<file path="config.mk">
export PLATFORM = sky130hd
export DESIGN_NAME = gsps_locate
export DESIGN_NICKNAME = d
export VERILOG_FILES = /design/src/hw/rtl/gsps_pkg.sv /design/src/hw/rtl/gsps_locate.sv
export SDC_FILE = /design/constraint.sdc
export NUM_CORES = 1
export LEC_CHECK = 0
export BUFFER_PORTS_ARGS = -buffer_cell sky130_fd_sc_hd__buf_4
export CAP_MARGIN = 20
export CORE_ASPECT_RATIO = 0.6
export CORE_MARGIN = 3
export CORE_UTILIZATION = 45
export DETAILED_ROUTE_END_ITERATION = 16
export GPL_TIMING_DRIVEN = 0
export PLACE_DENSITY = 0.84
export SLEW_MARGIN = 20
export SYNTH_ARGS = -nofsm -noshare
export SYNTH_HDL_FRONTEND = slang
export SYNTH_SLANG_ARGS = --single-unit
</file>
<file path="constraint.sdc">
create_clock -name vclk -period 4.2
set_input_delay 0.21 -clock vclk [all_inputs]
set_output_delay 0.21 -clock vclk [all_outputs]
set_load 0.01 [all_outputs]
</file>
<file path="src/hw/rtl/gsps_pkg.sv">
// ----------------------------------------------------------------------------
// gsps_pkg - shared types and constants of the grid snap point store
// command codes, field widths and reset values
// ----------------------------------------------------------------------------
package gsps_pkg;

    localparam int GRID_SIDE_DEF  = 256;
    localparam int COORD_BITS_DEF = 24;
    localparam int FRAC_BITS_DEF  = 10;
    localparam int RESET_DIM      = 210;
    localparam int MAX_RADIUS     = 5;
    localparam int DIM_BITS       = 9;
    localparam int RAD_BITS       = 3;
    localparam int CFG_IDX_BITS   = 2;

    typedef enum logic [1:0] {
        CMD_CLEAR  = 2'd0,
        CMD_STORE  = 2'd1,
        CMD_STROKE = 2'd2,
        CMD_LOOKUP = 2'd3
    } t_cmd;

    localparam logic [CFG_IDX_BITS-1:0] REG_GRID_WIDTH    = 2'd0;
    localparam logic [CFG_IDX_BITS-1:0] REG_GRID_HEIGHT   = 2'd1;
    localparam logic [CFG_IDX_BITS-1:0] REG_SEARCH_RADIUS = 2'd2;

    localparam logic [1:0] KIND_ENDPOINT = 2'd0;
    localparam logic [1:0] KIND_LINE_CTR = 2'd1;

endpackage

</file>
<file path="src/hw/rtl/gsps_locate.sv">
// ----------------------------------------------------------------------------
// gsps_locate - point to cell mapper
// rounds a fixed point pair half up, adds half the grid and checks bounds
// ----------------------------------------------------------------------------
module gsps_locate #(
    parameter int COORD_BITS = gsps_pkg::COORD_BITS_DEF,
    parameter int FRAC_BITS  = gsps_pkg::FRAC_BITS_DEF,
    parameter int CW         = 12
) (
    input  logic signed [COORD_BITS:0]   i_x,
    input  logic signed [COORD_BITS:0]   i_y,
    input  logic [gsps_pkg::DIM_BITS-1:0] i_width,
    input  logic [gsps_pkg::DIM_BITS-1:0] i_height,
    output logic signed [CW-1:0]          o_cx,
    output logic signed [CW-1:0]          o_cy,
    output logic                          o_inside
);
    import gsps_pkg::*;

    localparam int RW = COORD_BITS + 2;
    localparam logic signed [RW-1:0] HALF =
        (FRAC_BITS == 0) ? RW'(0) : RW'(64'sd1 <<< (FRAC_BITS > 0 ? FRAC_BITS - 1 : 0));

    logic signed [RW-1:0] w_rx;
    logic signed [RW-1:0] w_ry;
    logic signed [RW-1:0] w_fx;
    logic signed [RW-1:0] w_fy;
    logic signed [RW-1:0] w_cx;
    logic signed [RW-1:0] w_cy;

    // arithmetic shift is floor division by a power of two
    assign w_rx = (RW'(i_x) + HALF) >>> FRAC_BITS;
    assign w_ry = (RW'(i_y) + HALF) >>> FRAC_BITS;
    assign w_fx = w_rx + RW'({1'b0, i_width[DIM_BITS-1:1]});
    assign w_fy = w_ry + RW'({1'b0, i_height[DIM_BITS-1:1]});
    assign w_cx = w_fx;
    assign w_cy = w_fy;
    assign o_inside = (w_fx >= 0) && (w_fx < RW'({1'b0, i_width}))
                   && (w_fy >= 0) && (w_fy < RW'({1'b0, i_height}));
    // only meaningful when inside; then the value fits in CW bits
    assign o_cx = CW'(w_cx);
    assign o_cy = CW'(w_cy);

endmodule

</file>
# Word level (Yosys, flattened, before mapping)
# Index checks and enable logic that the tools add are counted.
dict set report word_totals {
  register_bits 0
  input_bits 68
  word_cells 11
}
dict set report classes {
  addsub 4
  n_lt_le_gt_ge 4
  n_reduce_logical 3
}
# op count
set ops {}
lappend ops {{$add A25 B11 Y26 const B} 2}
lappend ops {{$lt A26 B9 Y1} 2}
lappend ops {{$add A16 B9 Y17} 2}
lappend ops {{$ge A17 B1 Y1 const B} 2}
lappend ops {{$logic_and A1 B1 Y1} 3}

# Longest topological paths before layout
# Gate-level depths: netlist (run 1).
dict set report logic_depth {
  word_depth 6
  ltp_mapped 21
  depth_no_buf 20
}

# Worst setup path before layout (run 1)
# OpenSTA, ideal clock, no wires.
dict set report synth_path {
  path_type {input to output}
  start {input port i_y[9]}
  end {output port o_inside}
  arrival_time_ps 3752
  required_ps 3990
  slack_ps 238
  cell_stages 21
  n_path_buf 1
  path_cell_list {ha_1 > and2_1 > clkbuf_1 > nand2_1 > xnor2_1 > ha_1 > and2_1 > a211oi_1 > nor2b_1 > o21ai_0 > nand2b_1 > a21oi_1 > xnor2_1 > ha_1 > a21oi_1 > nor2b_1 > a2111oi_0 > o221ai_1 > nor4_1 > nor4b_2 > and3b_1}
}
dict set report synth_between {
  elab_chain_cells 5
  elab_cells_between_ends 6
}
# item line
set synth_rtl {}
lappend synth_rtl {{start, declared} gsps_locate.sv:11} ;# input logic signed [COORD_BITS:0] i_y,
lappend synth_rtl {{$add A25 B11 Y26 *} gsps_locate.sv:33} ;# assign w_ry = (RW'(i_y) + HALF) >>> FRAC_BITS;
lappend synth_rtl {{$add A16 B9 Y17 *} gsps_locate.sv:35} ;# assign w_fy = w_ry + RW'({1'b0, i_height[DIM_BITS-1:1]});
lappend synth_rtl {{via o_cy[7]} gsps_locate.sv:15} ;# output logic signed [CW-1:0] o_cy,
lappend synth_rtl {{$ge A17 B1 Y1} gsps_locate.sv:39} ;# && (w_fy >= 0) && (w_fy < RW'({1'b0, i_height}));
lappend synth_rtl {{$logic_and A1 B1 Y1} gsps_locate.sv:39}
lappend synth_rtl {{$logic_and A1 B1 Y1 *} gsps_locate.sv:39}
lappend synth_rtl {{end, declared} gsps_locate.sv:16} ;# output logic o_inside
# The timed path passes the listed nets; every way through them passes the cells marked *.

# Worst setup path after layout (run 1)
dict set report layout_path {
  start {input port i_y[9]}
  end {output port o_inside}
}
dict set report layout_between {
  elab_chain_cells 5
  elab_cells_between_ends 6
}
# item line
set layout_rtl {}
lappend layout_rtl {{$add A25 B11 Y26 *} gsps_locate.sv:33}
lappend layout_rtl {{$add A16 B9 Y17 *} gsps_locate.sv:35}
lappend layout_rtl {{$ge A17 B1 Y1} gsps_locate.sv:39}
lappend layout_rtl {{$logic_and A1 B1 Y1} gsps_locate.sv:39}
lappend layout_rtl {{$logic_and A1 B1 Y1 *} gsps_locate.sv:39}
# Mark *: on every way between the ends. The rest lies on a longest branch, timed or not.

==> impl_metrics.tcl, run 1 <==
set metrics [dict create \
    post-route-util_pct 68.5 \
    grt_pass1_wl_um 10700 \
    worstPathRequired_ps 3990 \
    finalSetupViolations 0 \
    antenna_cells 0 \
    antenna_found_initial 0 \
    powerDensity_nw_per_um2 166 \
    synth_warnings 0 \
    worst_path_max_delay_cell "ha_1" \
    slowest_delay_ps 310 \
    syn_area_um2 2160 \
    core_area_um2 4370 \
    relSlewSlack_pct 61.1 \
    regArea_um2 0 \
    fin_crit_ps 4060 \
    worst_path_dominant_cell_family "simple AND/OR/NAND/NOR gates" \
    dp.cells 435 \
    fin_ws_ps 143 \
    final_cell_mix "buf_4 (76), ha_1 (31), nand3_1 (24)" \
    final_cells 440 \
    slew_viol_final 0 \
    dp_slack_ps -548 \
    fillers 356 \
    syn-num-nets 406 \
    status "completed" \
    wl_um 6860 \
    ant_nets 0 \
    p_leak_nw 1.34 \
    syn_to_final_growth_pct 38.3 \
    synthCells 303 \
    end_kind "output port" \
    worstPathMaxFanout 5 \
    vias_per_cell 5.97 \
    track_usage_pct 22.9 \
    syn_avg_cell_area_um2 7.14 \
    dp.final_hpwl_um 5570 \
    io_pins 93 \
    final_common_cell "buf_4" \
    final_nets 485 \
    die_x_um 95.5 \
    ys_types 52 \
    port-buffer-count 72 \
    period_share_pct 96.6 \
    rows 18 \
    grt_max_degree 9 \
    sequential_cell_total 0 \
    wl_per_cell_um 15.6 \
    final-hold-violation-count 0 \
    die_h_um 59.7 \
    hold_slack_ps 763 \
    startpoint_type "input port" \
    grt-ovfl-total 0 \
    seq_area_frac_synth_pct 0 \
    maxCapViolations 0 \
    hold_buffers 0 \
    hold_class "input port to output port" \
    path_class "input port to output port" \
    initial_core_util_pct 49.5 \
    vdd_ir_drop_max_mv 0.0755 \
    gp_congestion 0.911 \
    grt_pass1_vias 2321 \
    drtPass1Iterations 5 \
    worstMarginPinSlew_ps 578 \
    drtIter0Drc 224 \
    dieArea_um2 5710 \
    vias 2628 \
    fmax_mhz 247 \
    drive_gt1_share_pct 30.5 \
    path_cells "buf_8, ha_4, and2_4, nand2_4, xnor2_2, ha_1, and2_4, a211oi_2, nor2b_1, o21ai_1, nand2b_1, a21oi_2, xnor2_2, ha_1, a21oi_2, nor2b_1, a2111oi_2, o221ai_1, nor4_1, nor4b_2, and3b_1, buf_6" \
    arrival_ps 3850 \
    nClkBuffers 0 \
    rsz0062_at_grt "yes" \
    drcViolationCount 0 \
    critical_path_buf_inv_count 2 \
]
power by group:
group          internal, mW  leakage (nW)  total [mW]  switching [mW]
Combinational         0.240          1.34       0.497           0.257
Clock                     0             0           0               0
Sequential                0             0           0               0
stage by stage:
step	power, mW	TNS [ps]	instance area [µm²]
after floorplan	0.265	0	2160
after global placement	0.437	-468	2780
after detailed placement	0.444	-548	2780
after CTS	0.470	0	2870
after global routing	0.541	-157	2990
final	0.497	0	2990
Yosys cell counts, types with 2 or more instances:
cell type / instances / area [µm²]
nand2_1: 15 / 56.3
and3_1: 6 / 37.5
a21o_1: 6 / 45.0
o31a_1: 2 / 17.5
o221ai_1: 2 / 17.5
and4b_1: 3 / 30.0
a21oi_1: 17 / 85.1
buf_2: 2 / 10.0
and2_1: 5 / 31.3
fa_1: 2 / 40.0
nor3_1: 8 / 40.0
and4_1: 5 / 43.8
clkbuf_1: 5 / 18.8
nand4_1: 11 / 68.8
o22ai_1: 3 / 18.8
a2111oi_0: 2 / 17.5
nor2_1: 22 / 82.6
nand2b_1: 3 / 18.8
a211oi_1: 5 / 37.5
nor4_1: 6 / 37.5
o21a_1: 3 / 22.5
mux2_2: 2 / 22.5
ha_1: 33 / 413
a31oi_1: 4 / 25.0
o211ai_1: 3 / 22.5
xnor2_1: 29 / 254
nor3b_1: 2 / 15.0
nand3_1: 25 / 125
o31ai_1: 3 / 22.5
xor2_1: 11 / 96.3
inv_1: 21 / 78.8
o21ai_0: 12 / 60.1
nor2b_1: 6 / 37.5
worst paths after layout:
path         from       end  slack, ps  cells past startpoint
max        i_y[9]  o_inside        140                     22
min   i_height[1]   o_cy[0]        760                      3
layer usage:
metal	track usage [%]	part of all wire, %	up-vias
met3	2.52	10	6
li1	-	-	1298
met5	0	0	-
met1	36.6	47	1199
met2	34.0	42	125
met4	0.810	0.45	0
area by class of cell:
class / count / area (µm²) / share of cell area (%)
Multi-Input combinational cell: 275 / 2210 / 73.7
Inverter: 21 / 78.8 / 2.63
Buffer: 5 / 21.3 / 0.711
Tap cell: 60 / 75.1 / 2.51
Timing Repair Buffer: 79 / 612 / 20.4
tightest hold or removal path, stage by stage:
cell and delay, ps:
buf_4 90, ha_1 140, buf_4 120
repair_timing:
item / CTS / global route
resized for setup: 22 / 17
pin swaps: 10 / 13
buffers inserted: 3 / 4
setup endpoints to repair: 1 / 1
cells by family (layout without fill, tap and decap cells):
family          Yosys count  count (layout)  share of synthesized area (%)
simple gates            127             127                           33.6
fa+ha+maj                35              35                           20.9
compound gates           69              69                           22.0
mux                       3               3                           1.50
buf+inv                  28             105                           4.97
xor+xnor                 41              41                           16.9
Note: power is estimated with default switching activity, not from simulation.
==> run 2: changes to the inputs <==
Settings changed: CORE_UTILIZATION 45 to 51, MAX_ROUTING_LAYER set to met4, PLACE_DENSITY 0.84 to 0.93.
==> impl_metrics.tcl, run 2 (same netlist as run 1, synthesis figures left out) <==
set metrics [dict create \
    sequential_cell_total 0 \
    die_h_um 56.5 \
    rows 17 \
    period_share_pct 98.8 \
    highest_layer "met4" \
    relSlewSlack_pct 53.4 \
    antenna_found_initial 0 \
    wl_met2_um 3300 \
    wl_um 7440 \
    final-hold-violation-count 0 \
    maxCapViolations 0 \
    placed_cell_area_um2 2780 \
    tns_ps 0 \
    io_pins 93 \
    drtPass1Iterations 5 \
    vias 2784 \
    track_usage_pct 27.8 \
    status "completed" \
    powerDensity_nw_per_um2 174 \
    wl_per_cell_um 17.0 \
    initial_core_util_pct 55.9 \
    dp.final_hpwl_um 5850 \
    arrival_ps 3940 \
    final_nets 486 \
    rsz0062_at_grt "no" \
    syn_to_final_growth_pct 36.4 \
    fmax_mhz 241 \
    postLayoutCellArea_um2 2950 \
    worstPathRequired_ps 3990 \
    grt-ovfl-total 0 \
    hold_slack_ps 767 \
    finalSetupViolations 0 \
    vias_per_cell 6.36 \
    p_leak_nw 1.32 \
    ant_nets 0 \
    port-buffer-count 72 \
    path_class "input port to output port" \
    hold_buffers 0 \
    worstMarginPinSlew_ps 692 \
    grt_pass1_wl_um 11700 \
    final_cell_mix "buf_4 (80), ha_1 (31), xnor2_1 (26)" \
    core_area_um2 3870 \
    grt_max_degree 9 \
    final_common_cell "buf_4" \
    drtIter0Drc 316 \
    die_x_um 90.1 \
    wl_met1_um 3440 \
    worstPathMaxFanout 5 \
    regArea_um2 0 \
    antenna_cells 0 \
    nClkBuffers 0 \
    slew_viol_final 0 \
    grt_pass1_vias 2485 \
    drive_gt1_share_pct 29.7 \
    gp_congestion 0.930 \
    hold_class "input port to output port" \
    final_cells 438 \
    end_kind "output port" \
    dieArea_um2 5090 \
    startpoint_type "input port" \
    vdd_ir_drop_max_mv 0.0940 \
    dp.cells 432 \
    wl_met3_um 617 \
    drcViolationCount 0 \
    fin_crit_ps 4150 \
]
==> run 2: cell count changes in the layout (fill, tap and decap cells not counted), sizes merged <==
cell,previous run,this run
buf,81,82
==> run 2: report_power, final <==
group	switching, mW	internal (mW)	total, mW
combinational	0.268	0.247	0.515
sequential	0	0	0
clock	0	0	0
==> run 2: timing repair <==
action | CTS | global route
resized for setup | 20 | 9
setup endpoints to repair | 1 | 1
setup buffers | 4 | 4
pin swaps | 8 | 13
==> run 2: final timing paths <==
kind     from  depth (start not counted)  endpoint
max   i_y[10]                         22  o_inside
min   i_y[19]                          3   o_cy[9]
==> run 2: stage by stage <==
| stage | power (mW) | setup WS, ps | utilization [%] |
|---|---|---|---|
| after floorplan | 0.265 | 238 | - |
| after global placement | 0.433 | -396 | 71.7 |
| after detailed placement | 0.448 | -565 | 71.7 |
| after CTS | 0.472 | 16.3 | 74.1 |
| after global routing | 0.552 | 1.14 | 76.2 |
| final | 0.515 | 49.9 | 76.2 |
==> run 2: final cells by class <==
cell class                      instances  area (µm²)
Tap cell                               57        71.3
Fill cell                             286         920
Buffer                                  5        21.3
Multi-Input combinational cell        275        2180
Timing Repair Buffer                   80         601
Inverter                               21        78.8
==> run 2: routing by layer <==
metal / vias up / GRT usage (%)
met2: 167 / 44.4
met5: - / -
met1: 1296 / 40.1
met4: 0 / 1.96
li1: 1306 / -
met3: 15 / 2.14
==> run 2: worst max-delay path, cell delays in order <==
cell and delay (ps):
buf_4 110, ha_4 160, and2_4 170, nand2_2 70
xnor2_2 140, ha_1 320, and2_4 160, a211oi_2 200
nor2b_1 100, o21ai_1 180, nand2b_1 110, a21oi_2 230
xnor2_2 150, ha_1 280, a21oi_2 160, nor2b_2 70
a2111oi_4 220, o221ai_2 150, nor4_1 160, nor4b_2 250
and3b_1 200, buf_4 120
==> run 3: changes to the inputs <==
Settings changed: ABC_AREA set to 1, CORE_UTILIZATION 51 to 53, PLACE_DENSITY 0.93 to 0.94.
==> impl_metrics.tcl, run 3 <==
set metrics [dict create \
    crit_top_cell "nand2_1" \
    post-route-util_pct 71.8 \
    vias 2921 \
    worst_path_max_delay_cell "ha_1" \
    finalPower_mw 0.476 \
    gp_congestion 0.946 \
    relSlewSlack_pct 78.3 \
    wl_per_cell_um 12.3 \
    yosysTopAreaCell "nand2_1" \
    clkPwrFrac_pct 0 \
    multiInputGateArea_um2 2170 \
    grt_pass1_wl_um 11500 \
    pwr-share-seq_pct 0 \
    core_area_um2 4260 \
    syn-num-nets 529 \
    ys_types 30 \
    rsz0062_at_grt "no" \
    vias_per_cell 5.21 \
    drtPass1Iterations 5 \
    grt-ovfl-total 0 \
    post_cts_buffers 0 \
    vdd_ir_drop_max_mv 0.0507 \
    final-hold-violation-count 0 \
    hold_buffers 0 \
    die_x_um 93.2 \
    dieArea_um2 5430 \
    p_leak_nw 1.75 \
    seq_area_frac_synth_pct 0 \
    fin_crit_ps 3710 \
    switching_share_pct 56.0 \
    drtIter0Drc 193 \
    final_nets 606 \
    p_sw_mw 0.267 \
    p_comb_share_pct 100.0 \
    syn_avg_cell_area_um2 5.67 \
    syn_area_um2 2420 \
    antenna_cells 0 \
    slowest_delay_ps 350 \
    dp.final_hpwl_um 6140 \
    grt_pass1_vias 2696 \
    period_share_pct 88.2 \
    final_cell_mix "nand2_1 (124), buf_4 (75), inv_1 (62)" \
    die_h_um 58.3 \
    nClkBuffers 0 \
    io_pins 93 \
    maxCapViolations 0 \
    fmax_mhz 270 \
    hold_slack_ps 769 \
    worstMarginPinSlew_ps 324 \
    arrival_ps 3500 \
    wl_um 6880 \
    fillers 341 \
    drive_gt1_share_pct 24.0 \
    synthCells 426 \
    track_usage_pct 25.8 \
    regArea_um2 0 \
    tns_ps 0 \
    syn_to_final_growth_pct 26.4 \
    path_class "input port to output port" \
    fin_ws_ps 494 \
    port-buffer-count 75 \
    worstPathRequired_ps 3990 \
    status "completed" \
    end_kind "output port" \
    finalSetupViolations 0 \
    ant_nets 0 \
    cell_internal_pwr_mw 0.209 \
    synth_area_leaders "nand2_1 (19%), ha_1 (17%), inv_1 (9.6%), nor2_1 (7.1%), xor2_1 (6.9%)" \
    synth_common_cells "nand2_1 (124), inv_1 (62), nor2_1 (46)" \
    drcViolationCount 0 \
    rows 18 \
    hold_class "input port to output port" \
    cts_resized 0 \
    whs_endpoint "o_cy[0]" \
    antenna_found_initial 0 \
    sequential_cell_total 0 \
    final_common_cell "nand2_1" \
    initial_core_util_pct 56.8 \
    slew_viol_final 0 \
    worstPathMaxFanout 9 \
    synth_warnings 0 \
    startpoint_type "input port" \
    dp_slack_ps 522 \
    synth_most_common_cell "nand2_1" \
    synth_top_area_share_pct 19.3 \
    worstHoldStart "i_height[1]" \
    powerDensity_nw_per_um2 156 \
    worstHoldPathCells 3 \
    grt_max_degree 10 \
]
[run 3: layer usage]
layer,part of all wire [%],track usage (%),up-vias
met4,0.63,3.13,0
met1,47,35.7,1316
met3,5.0,1.53,4
li1,-,-,1520
met2,47,43.2,81
met5,0,-,-
[run 3: how the worst max path moves through the flow]
stage          slack, ps     from  cells past startpoint       end
6_report             490  i_x[11]                     26  o_inside
5_1_grt              170  i_x[11]                     26  o_inside
4_1_cts              510  i_x[11]                     26  o_inside
3_3_place_gp         650  i_x[11]                     26  o_inside
3_5_place_dp         520  i_x[11]                     26  o_inside
2_1_floorplan       1130   i_x[9]                     24  o_inside
[run 3: worst max-delay path: cells and delay by family]
kind / cells / cell delay (ps)
and+or+nand+nor: 15 / 1360
adders and majority gates: 2 / 620
AOI/OAI and AO/OA: 3 / 520
xor gates and xnor gates: 2 / 440
buffers and inverters: 4 / 340
[run 3: cell families after synthesis]
logic type               count (synthesis)  share of synthesized area [%]
AO/OA/AOI/OAI                           35                           8.54
buffers and inverters                   66                           10.3
adder cells (fa/ha/maj)                 35                           18.7
XOR/XNOR                                30                           11.2
AND/OR/NAND/NOR                        260                           51.3
[run 3: power groups by stage]
stage / Combinational, mW / Clock [mW] / Sequential (mW)
floorplan: 0.290 / 0 / 0
global placement: 0.451 / 0 / 0
detailed placement: 0.470 / 0 / 0
CTS: 0.473 / 0 / 0
global route: 0.531 / 0 / 0
finish: 0.476 / 0 / 0
[run 3: metrics by stage]
step | instances | cell area, µm²
detailed placement | 561 | 3050
CTS | 561 | 3050
floorplan | 426 | 2420
global placement | 561 | 3050
finish | 561 | 3050
global route | 561 | 3050
[run 3: final cells by class]
type | instances | share of cell area (%)
multi-input combinational | 360 | 71.0
timing repair buffer | 75 | 18.4
inverter | 66 | 8.11
tap | 60 | 2.46
